===== src/hdl/sis_pkg.sv =====
// Package for the sorted index set: sizes, word types, status codes,
// controller states and the controller/datapath command and status structs.
// No dependencies.
`timescale 1ns / 1ps

package sis_pkg;

  // Table geometry
  localparam int TABLE_DEPTH = 64;
  localparam int INDEX_BITS  = 16;
  localparam int ADDR_W      = (TABLE_DEPTH > 1) ? $clog2(TABLE_DEPTH) : 1;
  localparam int CNT_W       = $clog2(TABLE_DEPTH + 1);

  // Fixed result field widths
  localparam int POS_W      = 6;
  localparam int OUT_CNT_W  = 7;
  localparam int STATUS_W   = 2;

  // Item kinds
  localparam logic KIND_INSERT = 1'b0;
  localparam logic KIND_LOOKUP = 1'b1;

  // Result status codes
  localparam logic [STATUS_W-1:0] ST_OK   = 2'd0;
  localparam logic [STATUS_W-1:0] ST_DUP  = 2'd1;
  localparam logic [STATUS_W-1:0] ST_FULL = 2'd2;

  typedef struct packed {
    logic                  kind;
    logic [INDEX_BITS-1:0] index_value;
  } sis_in_t;

  typedef struct packed {
    logic                 found;
    logic [POS_W-1:0]     position;
    logic [OUT_CNT_W-1:0] entry_count;
    logic [STATUS_W-1:0]  status;
  } sis_out_t;

  typedef enum logic [2:0] {
    S_IDLE,
    S_SRCH_RD,
    S_SRCH_CMP,
    S_DECIDE,
    S_SHIFT_PRIME,
    S_SHIFT,
    S_INS_WR,
    S_RESP
  } sis_state_t;

  // Controller to datapath
  typedef struct packed {
    logic load;         // capture input word, restart scan
    logic scan_rd;      // read entry at scan pointer
    logic scan_adv;     // step scan pointer
    logic set_slot;     // slot found at scan pointer
    logic mark_hit;     // with set_slot: entry equals value
    logic drop;         // insert dropped, table full
    logic shift_prime;  // first read of the shift pass
    logic shift_step;   // move one entry up
    logic ins_wr;       // write value at slot, bump count
    logic emit;         // load output register
  } sis_cmd_t;

  // Datapath to controller
  typedef struct packed {
    logic at_end;       // scan pointer reached count
    logic lt;           // read entry below value
    logic hit;          // value present
    logic is_lookup;
    logic full;
    logic slot_at_end;  // slot equals count, nothing to move
    logic shift_last;   // this shift step fills slot + 1
    logic out_free;     // output register can take a word
  } sis_stat_t;

endpackage


===== src/hdl/sis_ctrl.sv =====
// Controller for the sorted index set: sequences search, shift and insert.
// Depends on sis_pkg.
`timescale 1ns / 1ps

module sis_ctrl (
  input  logic               clk,
  input  logic               rst_n,
  input  logic               in_valid,
  output logic               in_ready,
  input  sis_pkg::sis_stat_t stat,
  output sis_pkg::sis_cmd_t  cmd
);
  import sis_pkg::*;

  sis_state_t state_r, state_nxt;

  // State register
  always_ff @(posedge clk) begin
    if (!rst_n) begin
      state_r <= S_IDLE;
    end else begin
      state_r <= state_nxt;
    end
  end

  // Next state
  always_comb begin
    state_nxt = state_r;
    case (state_r)
      S_IDLE: begin
        if (in_valid) state_nxt = S_SRCH_RD;
      end
      S_SRCH_RD: begin
        state_nxt = stat.at_end ? S_DECIDE : S_SRCH_CMP;
      end
      S_SRCH_CMP: begin
        state_nxt = stat.lt ? S_SRCH_RD : S_DECIDE;
      end
      S_DECIDE: begin
        if (stat.hit || stat.is_lookup || stat.full) state_nxt = S_RESP;
        else if (stat.slot_at_end)                   state_nxt = S_INS_WR;
        else                                         state_nxt = S_SHIFT_PRIME;
      end
      S_SHIFT_PRIME: begin
        state_nxt = S_SHIFT;
      end
      S_SHIFT: begin
        if (stat.shift_last) state_nxt = S_INS_WR;
      end
      S_INS_WR: begin
        state_nxt = S_RESP;
      end
      S_RESP: begin
        if (stat.out_free) state_nxt = S_IDLE;
      end
      default: state_nxt = S_IDLE;
    endcase
  end

  // Outputs
  always_comb begin
    cmd      = '0;
    in_ready = 1'b0;
    case (state_r)
      S_IDLE: begin
        in_ready = 1'b1;
        cmd.load = in_valid;
      end
      S_SRCH_RD: begin
        cmd.scan_rd  = !stat.at_end;
        cmd.set_slot = stat.at_end;
      end
      S_SRCH_CMP: begin
        cmd.scan_adv = stat.lt;
        cmd.set_slot = !stat.lt;
        cmd.mark_hit = !stat.lt;
      end
      S_DECIDE: begin
        cmd.drop = !stat.hit && !stat.is_lookup && stat.full;
      end
      S_SHIFT_PRIME: begin
        cmd.shift_prime = 1'b1;
      end
      S_SHIFT: begin
        cmd.shift_step = 1'b1;
      end
      S_INS_WR: begin
        cmd.ins_wr = 1'b1;
      end
      S_RESP: begin
        cmd.emit = stat.out_free;
      end
      default: ;
    endcase
  end

endmodule


===== src/hdl/sis_dp.sv =====
// Datapath for the sorted index set: entry memory, scan/shift pointer,
// count, result flags and the output register. Depends on sis_pkg.
`timescale 1ns / 1ps

module sis_dp (
  input  logic               clk,
  input  logic               rst_n,
  input  sis_pkg::sis_in_t   in_data,
  input  sis_pkg::sis_cmd_t  cmd,
  output sis_pkg::sis_stat_t stat,
  output logic               out_valid,
  input  logic               out_ready,
  output sis_pkg::sis_out_t  out_data
);
  import sis_pkg::*;

  logic [INDEX_BITS-1:0] entries_r [TABLE_DEPTH];
  logic [INDEX_BITS-1:0] rdata_r;

  logic [INDEX_BITS-1:0] value_r;
  logic                  kind_r;
  logic [CNT_W-1:0]      count_r;
  logic [CNT_W-1:0]      idx_r, idx_nxt;
  logic [CNT_W-1:0]      slot_r;
  logic                  hit_r;
  logic                  drop_r;
  logic                  out_valid_r;
  sis_out_t              out_word_r, out_word_nxt;

  logic [CNT_W-1:0]      cnt_m1, idx_m2, slot_p1;
  logic                  mem_we, mem_re;
  logic [ADDR_W-1:0]     wr_addr, rd_addr;
  logic [INDEX_BITS-1:0] wr_data;
  logic                  inserted;

  assign cnt_m1  = count_r - CNT_W'(1);
  assign idx_m2  = idx_r - CNT_W'(2);
  assign slot_p1 = slot_r + CNT_W'(1);

  // Memory port selection
  always_comb begin
    mem_re  = cmd.scan_rd || cmd.shift_prime || cmd.shift_step;
    rd_addr = idx_r[ADDR_W-1:0];
    if (cmd.shift_prime)     rd_addr = cnt_m1[ADDR_W-1:0];
    else if (cmd.shift_step) rd_addr = idx_m2[ADDR_W-1:0];
    mem_we  = cmd.shift_step || cmd.ins_wr;
    wr_addr = cmd.ins_wr ? slot_r[ADDR_W-1:0] : idx_r[ADDR_W-1:0];
    wr_data = cmd.ins_wr ? value_r : rdata_r;
  end

  // Entry memory, registered read
  always_ff @(posedge clk) begin
    if (mem_we) entries_r[wr_addr] <= wr_data;
    if (mem_re) rdata_r <= entries_r[rd_addr];
  end

  // Scan / shift pointer
  always_comb begin
    idx_nxt = idx_r;
    if (cmd.load)             idx_nxt = '0;
    else if (cmd.scan_adv)    idx_nxt = idx_r + CNT_W'(1);
    else if (cmd.shift_prime) idx_nxt = count_r;
    else if (cmd.shift_step)  idx_nxt = idx_r - CNT_W'(1);
  end

  // Item payload and search results
  always_ff @(posedge clk) begin
    idx_r <= idx_nxt;
    if (cmd.load) begin
      value_r <= in_data.index_value;
      kind_r  <= in_data.kind;
      drop_r  <= 1'b0;
    end
    if (cmd.set_slot) begin
      slot_r <= idx_r;
      hit_r  <= cmd.mark_hit && (rdata_r == value_r);
    end
    if (cmd.drop) drop_r <= 1'b1;
    if (cmd.emit) out_word_r <= out_word_nxt;
  end

  // Control state: count and output valid
  always_ff @(posedge clk) begin
    if (!rst_n) begin
      count_r     <= '0;
      out_valid_r <= 1'b0;
    end else begin
      if (cmd.ins_wr) count_r <= count_r + CNT_W'(1);
      if (cmd.emit)         out_valid_r <= 1'b1;
      else if (out_ready)   out_valid_r <= 1'b0;
    end
  end

  // Result word
  assign inserted = (kind_r == KIND_INSERT) && !hit_r && !drop_r;
  always_comb begin
    out_word_nxt.found       = hit_r;
    out_word_nxt.position    = (hit_r || inserted) ? POS_W'(slot_r) : '0;
    out_word_nxt.entry_count = OUT_CNT_W'(count_r);
    if (kind_r == KIND_INSERT && hit_r) out_word_nxt.status = ST_DUP;
    else if (drop_r)                    out_word_nxt.status = ST_FULL;
    else                                out_word_nxt.status = ST_OK;
  end

  // Status to the controller
  always_comb begin
    stat.at_end      = (idx_r == count_r);
    stat.lt          = (rdata_r < value_r);
    stat.hit         = hit_r;
    stat.is_lookup   = (kind_r == KIND_LOOKUP);
    stat.full        = (count_r == CNT_W'(TABLE_DEPTH));
    stat.slot_at_end = (slot_r == count_r);
    stat.shift_last  = (idx_r == slot_p1);
    stat.out_free    = !out_valid_r || out_ready;
  end

  assign out_valid = out_valid_r;
  assign out_data  = out_word_r;

endmodule


===== src/hdl/sorted_index_set.sv =====
// Sorted index set. The time an item takes grows with the number of stored
// entries it scans and moves; the single-port read of the entry memory in
// the scan and shift loops sets it.
// One item is in work at a time; a new word is taken while a result waits.
// Reset clears the count and the handshake state; entry memory is not
// cleared, as entries at or above the count are never read.
`timescale 1ns / 1ps

module sorted_index_set (
  input  logic              clk,
  input  logic              rst_n,
  input  logic              in_valid,
  output logic              in_ready,
  input  sis_pkg::sis_in_t  in_data,
  output logic              out_valid,
  input  logic              out_ready,
  output sis_pkg::sis_out_t out_data
);
  import sis_pkg::*;

  sis_cmd_t  cmd;
  sis_stat_t stat;

  // Sequencer
  sis_ctrl u_ctrl (
    .clk      (clk),
    .rst_n    (rst_n),
    .in_valid (in_valid),
    .in_ready (in_ready),
    .stat     (stat),
    .cmd      (cmd)
  );

  // Memory, pointers and output register
  sis_dp u_dp (
    .clk       (clk),
    .rst_n     (rst_n),
    .in_data   (in_data),
    .cmd       (cmd),
    .stat      (stat),
    .out_valid (out_valid),
    .out_ready (out_ready),
    .out_data  (out_data)
  );

endmodule


===== config.mk =====
export PLATFORM = sky130hd
export DESIGN_NAME = sorted_index_set
export DESIGN_NICKNAME = d
export VERILOG_FILES = /design/src/hdl/sis_pkg.sv /design/src/hdl/sis_ctrl.sv /design/src/hdl/sis_dp.sv /design/src/hdl/sorted_index_set.sv
export SDC_FILE = /design/constraint.sdc
export NUM_CORES = 2
export LEC_CHECK = 0
export BUFFER_PORTS_ARGS = -buffer_cell sky130_fd_sc_hd__buf_2
export CAP_MARGIN = 25
export CORE_MARGIN = 3
export CORE_UTILIZATION = 65
export CTS_BUF_LIST = sky130_fd_sc_hd__clkbuf_8
export DETAILED_ROUTE_END_ITERATION = 8
export HOLD_SLACK_MARGIN = 0.08
export PLACE_DENSITY = 0.8
export SLEW_MARGIN = 10
export SYNTH_ARGS = -nofsm -noshare
export SYNTH_HDL_FRONTEND = slang
export SYNTH_SLANG_ARGS = --single-unit

===== constraint.sdc =====
create_clock -name clk -period 6.3 [get_ports clk]
set_input_delay 0.315 -clock clk [delete_from_list [all_inputs] [get_ports clk]]
set_output_delay 0.315 -clock clk [all_outputs]
set_load 0.01 [all_outputs]

Word-level counts from Yosys, hierarchy flattened

Memories as Yosys holds them, arrays and structs flattened. A register that Yosys moved wholly into a read port is not among the register bits.
Cells that the tools add are included.

Output and inout port bits: 18
Bits in latches: 0
Input bits: 21
Memory bits (read-only): 0
Register bits after elaboration: 60
Memory bits (writable): 1024
Memories kept: 1

Equality and inequality tests: 15
Divide/modulo/power cells: 0
$lt $le $gt $ge: 1
Multipliers: 0
Muxes and demuxes: 31
Shift operators: 0
Reductions and logical operators: 23
$add $sub $neg: 6
Bitwise operators: 1

Memories:

| name           | words | width | read ports | clocked after memory_dff | write ports | line         | RTL |
|---|---|---|---|---|---|---|---|
| u_dp.entries_r | 64    | 16    | 1          | 1                        | 1           | sis_dp.sv:17 | `logic [INDEX_BITS-1:0] entries_r [TABLE_DEPTH];` |

Operators with widths:

| kind                                                                  | number |
|---|---|
| 3-bit case mux with 8 select lines                                    | 1 |
| 7-bit by 1-bit adder with 7-bit output, second input constant         | 3 |
| 7-bit equality test                                                   | 3 |
| 7-bit 2-to-1 mux                                                      | 3 |
| 6-bit 2-to-1 mux                                                      | 3 |
| 16-bit equality test                                                  | 1 |
| 16-bit < comparator                                                   | 1 |
| 16-bit 2-to-1 mux                                                     | 1 |
| 1-bit 2-to-1 mux                                                      | 15 |
| 3-bit equality test, second input constant                            | 4 |
| 3-bit 2-to-1 mux                                                      | 4 |
| 7-bit equality test, second input constant                            | 1 |
| 1-bit logical OR                                                      | 7 |
| 7-bit by 1-bit subtractor with 7-bit output, second input constant    | 1 |
| 3-bit by 2-bit equality test with 1-bit output, second input constant | 2 |
| 1-bit logical AND                                                     | 6 |
| 1-bit logical NOT                                                     | 6 |
| 2-bit 2-to-1 mux                                                      | 3 |
| 6-bit by 1-bit subtractor with 6-bit output, second input constant    | 1 |
| 6-bit by 2-bit subtractor with 6-bit output, second input constant    | 1 |
| 2-bit != test, second input constant                                  | 2 |
| 3-bit by 1-bit equality test with 1-bit output, second input constant | 1 |
| 3-bit logical NOT                                                     | 1 |
| 3-bit AND reduction                                                   | 1 |
| 5 further kinds                                                       | 5 |

Longest topological paths before layout

Depth in word-level cells: 5
Gate-level depth with buffers: 13

Cells and area by module

From an unflattened synthesis, not the netlist that was laid out.

Cell total of the unflattened synthesis: 2483
Area, all modules: 44571.5 um^2

Modules (own cells, without submodules):

| module   | sequential area each (um^2) | area each (um^2) | instances | cells an instance |
|---|---|---|---|---|
| sis_dp   | 32781.4                     | 44233.7          | 1         | 2439 |
| sis_ctrl | 60.1                        | 337.8            | 1         | 44 |

Worst setup path after synthesis

OpenSTA, ideal clock, no wires.

Path kind: register to register
Start point: register u_ctrl.state_r[1]
End point: memory u_dp.entries_r[0][15], data pin
Buffers on the path: 4
Stages on the path, launching flop included: 8
Path slack: 1.665 ns
Required time: 5.598 ns
Data arrival time: 3.933 ns
Period minus slack after synthesis: 4.635 ns
Path through: dfxtp_1 buf_6 clkbuf_1 nor2b_1 nand2_1 clkbuf_1 clkbuf_1 o21ai_0

Word-level cells in the longest chain between the ends: 3

RTL lines:

| what                   | line           | RTL |
|---|---|---|
| from (decl)            | sis_ctrl.sv:15 | `sis_state_t state_r, state_nxt;` |
| from (signal assigned) | sis_ctrl.sv:22 | `state_r <= state_nxt;` |
| 3-bit equality test    | sis_ctrl.sv:64 | `case (state_r)` |
| 1-bit 2-to-1 mux       | sis_ctrl.sv:64 |  |
| 16-bit 2-to-1 mux      | sis_dp.sv:48   | `wr_data = cmd.ins_wr ? value_r : rdata_r;` |
| net u_dp.wr_data[15]   | sis_dp.sv:33   | `logic [INDEX_BITS-1:0] wr_data;` |
| to (decl)              | sis_dp.sv:17   |  |

The timed path passes the listed nets, and every way through them passes these cells.

Final worst setup path

Start point: register u_dp.idx_r[2]
End point: register u_dp.rdata_r[14] (read register of u_dp.entries_r), data pin

Word-level cells in the longest chain between the ends: 5
Elaborated cells between the ends (all ways): 8
Classes of those cells: add/sub (1); eq/ne (1); mux (3); reduce/logical (3)

RTL lines:

| what                                                                                                | line         | RTL |
|---|---|---|
| from (decl)                                                                                         | sis_dp.sv:23 | `logic [CNT_W-1:0] idx_r, idx_nxt;` |
| from (signal assigned)                                                                              | sis_dp.sv:68 | `idx_r <= idx_nxt;` |
| parallel branches: the longest is 5 deep, another holds 6-bit by 2-bit subtractor with 6-bit output | -            |  |
| to (decl)                                                                                           | sis_dp.sv:18 | `logic [INDEX_BITS-1:0] rdata_r;` |

Several ways; the timed one is not identified.
A chain may end at the register's enable or synchronous reset.

==> qor.csv <==
stage,metric,value,unit
clocking,CTS Hold Bufs,21,
global_route,initial antenna violation count,2,
yosys,Synth Cell Area,44900,µm²
min_path,Worst Hold Path EP,u_dp.value_r[6],
placement,port bufs,38,
clocking,clock sinks,1100,
timing,RSZ-0062 raised after global routing,false,
worst_setup_path,crit end category,flop,
die,width of the die,269,µm
worst_setup_path,Crit. Startpoint,u_dp.idx_r[2],
yosys,"EDFF count, synth",1081,
worst_setup_path,"reg-to-reg slack, setup",1.56,ns
worst_setup_path,Top delay family on crit path,simple AND/OR/NAND/NOR gates,
yosys,Post-synth top cells,"edfxtp_1 (1,081), nand2_1 (709), nand3_1 (335)",
route,# DRC,0,
yosys,ranking of synthesized cells by area,"edfxtp_1 (72%), nand2_1 (5.9%), mux2i_1 (4.6%), nand3_1 (3.7%), a21oi_1 (1.9%)",
clocking,htree depth,4,
die,# IOs,39,
timing,Tcrit/Tclk final,75.2,%
worst_setup_path,FF-to-FF path depth,11,
run_status,status,"complete, no violations",
yosys,YS warnings,0,
timing,min Tclk post-route,4.74,ns
worst_setup_path,CP dominant cell by count,buf_4,
min_path,WHS Path Cells,2,
clocking,Post-CTS Setup Bufs,0,
die,row count,95,
route,Detailed Route WL,119000,µm
yosys,syn_area_per_cell,13.6,µm²
clocking,PostCTS Resize Cnt,0,
timing,Final Slew Violations,0,
placement,Setup WS pre-CTS,1.69,ns
worst_setup_path,Crit path buffers/inverters,3,
worst_setup_path,peak per-stage delay on the critical path,0.70,ns
global_route,vias in the first global route,28463,
route,DR vias,29463,
worst_setup_path,WS Path Type,reg -> reg,
route,initial drt markers,4740,
route,TritonRoute pass-1 iters,8,
clocking,worst skew pair latency,0.82,ns
worst_setup_path,top fanout value on the critical path,34,
timing,setup TNS,0,ns
worst_setup_path,worst path required time,6.97,ns
layout,number of fill cells,4186,
timing,Fin. Hold Viols,0,
global_route,largest net degree at the start of global routing,182,
layout,share of layout cells above drive strength 1,11.3,%
yosys,most common cell in the netlist,edfxtp_1,
route,vias per cell,6.66,
clocking,"Reg clk slew, reported paths",0.06,ns
clocking,total CTS buffers,166,
power_and_ir_drop,static leakage,17.6,nW
timing,worst setup slack after layout,1.56,ns
global_route,grt ovf,0,
job,max-cap violations,0,
power_and_ir_drop,worst vdd ir,0.000501,V
layout,Non-Filler Instances,4426,
worst_setup_path,slowest cell on the critical path,dfxtp_1,
timing,Rel. slew slack,22.7,%
die,Core Area,67800,µm²
yosys,Cells after Synth,3300,
die,die area,72200,µm²
clocking,clock tree buffer depth,3,
min_path,Tightest Hold Check Type,in -> reg,
layout,FF+latch area,32800,µm²
worst_setup_path,Worst R2R End,u_dp.rdata_r[14],
yosys,top cell type's share of synthesized area,72.3,%
placement,Post-Place Cells,4110,
layout,P&R area growth vs syn,10.2,%
yosys,post-synthesis sequential area ratio,73.2,%
clocking,CTS tree,done,
worst_setup_path,Worst Setup Start Kind,flop,
placement,RePlAce Congestion,0.895,
timing,final setup fails,0,
clocking,Root Buffer,clkbuf_8,
timing,WHS,0.217,ns
die,die height,269,µm
worst_setup_path,CP cell instances,inv_1 > ha_1 > nor4bb_1 > a221o_4 > buf_4 > buf_4 > nand2_1 > nand3_1 > a21oi_1 > nor4_1 > or4_1,
yosys,Synth Register Bits,1100,
power_and_ir_drop,PD cells,370,nW/µm²
timing,Fmax achieved,211,MHz
global_route,first-pass GRT wire length,176000,µm
yosys,post-synthesis net count,3345,
yosys,dominant synthesized flop cell,edfxtp_1,
layout,Multi-input gate area,11100,µm²
yosys,Yosys cell types,73,
route,Final ANT Viol Nets,0,
layout,Nets,3479,
timing,Slew @ Worst Pin,1.15,ns
global_route,Total GRT Usage,33.3,%
min_path,hold path start,in_data[6],
timing,Post-Route Skew,0.0347,ns
worst_setup_path,Reg-to-Reg Start,u_dp.idx_r[2],
worst_setup_path,crit path DAT,5.41,ns
die,Initial Util,66.2,%
yosys,Yosys top cell by area,edfxtp_1,
route,wire per inst,27.0,µm
yosys,Async SR Flop Fraction,0,%
placement,hpwl dp,68900,µm
-- metal layers --
layer / wire [µm] / part of all wire [%] / track usage, % / vias up
li1: - / - / - / 12581
met3: 15300 / 13 / 8.35 / 325
met4: 6280 / 5.3 / 17.4 / 2
met2: 54400 / 46 / 50.3 / 2230
met5: 11 / 0.0092 / 0 / -
met1: 43400 / 36 / 45.4 / 14325
-- where the power goes --
group | leakage [nW] | internal (W) | switching [W]
clock network | 1.69 | 0.00252 | 0.00266
logic | 6.06 | 0.00118 | 0.00313
registers | 9.89 | 0.00864 | 0.000140
-- worst max path at each step --
stage,end,slack (ns),cells past startpoint
after global routing,u_dp.rdata_r[0],1.38,11
after floorplan,u_dp.entries_r[0][15],1.66,7
after detailed placement,u_dp.rdata_r[7],1.69,11
after global placement,u_dp.rdata_r[0],1.80,11
after CTS,u_dp.rdata_r[7],1.66,11
final,u_dp.rdata_r[14],1.56,11
-- stage by stage --
| stage | power [W] | instance area, µm² | utilization, % |
|---|---|---|---|
| final | 0.0183 | 49500 | 73.0 |
| after floorplan | 0.0117 | 44900 | - |
| after CTS | 0.0182 | 49400 | 72.9 |
| after detailed placement | 0.0131 | 46300 | 68.3 |
| after global placement | 0.0129 | 46300 | 68.3 |
| after global routing | 0.0189 | 49500 | 73.0 |
-- sequential cells by signal, summed over array words and instances (netlist names), 3 cells and up --
| name | flops |
|---|---|
| u_ctrl.state_r | 3 |
| u_dp.count_r | 7 |
| u_dp.entries_r | 1024 |
| u_dp.idx_r | 7 |
| u_dp.out_data | 16 |
| u_dp.rdata_r | 16 |
| u_dp.slot_r | 7 |
| u_dp.value_r | 16 |
-- cells in the final DEF (no fill, tap or decap), drive strengths merged, types with 3 or more instances in the layout --
cell type    instances
edfxtp            1081
nand2              713
nand3              335
mux2i              208
a21oi              173
clkbuf             172
buf                160
nor2                95
inv                 90
o21ai               60
clkinv              47
nor4                42
nand4               40
a221oi              38
o22ai               28
ha                  24
a31oi               22
dlygate4sd3         21
dfxtp               19
xnor2               18
or4                 17
xor2                14
a22o                13
nor3                12
and2                10
nor2b               10
a22oi                9
o31ai                8
nand2b               7
a41oi                7
nand3b               5
o211ai               4
and3                 4
or3                  4
a21o                 4
o221a                3
clkinvlp             3
-- cell type report --
class,instances,share of cell area [%]
clock inverter,114,1.07
clock buffer,171,4.76
timing repair buffer,182,2.83
antenna,2,0.0101
multi-input combinational,1958,22.5
sequential,1100,66.4
tap,873,2.21
inverter,26,0.197
-- kinds of logic after synthesis --
group / share of synthesized area (%)
AO/OA/AOI/OAI: 5.39
XOR/XNOR: 0.624
adder cells (fa/ha/maj): 0.669
buffers and inverters: 2.57
flip-flops: 73.2
multiplexers: 4.69
AND/OR/NAND/NOR: 12.9
(Power assumes the default switching activity.)
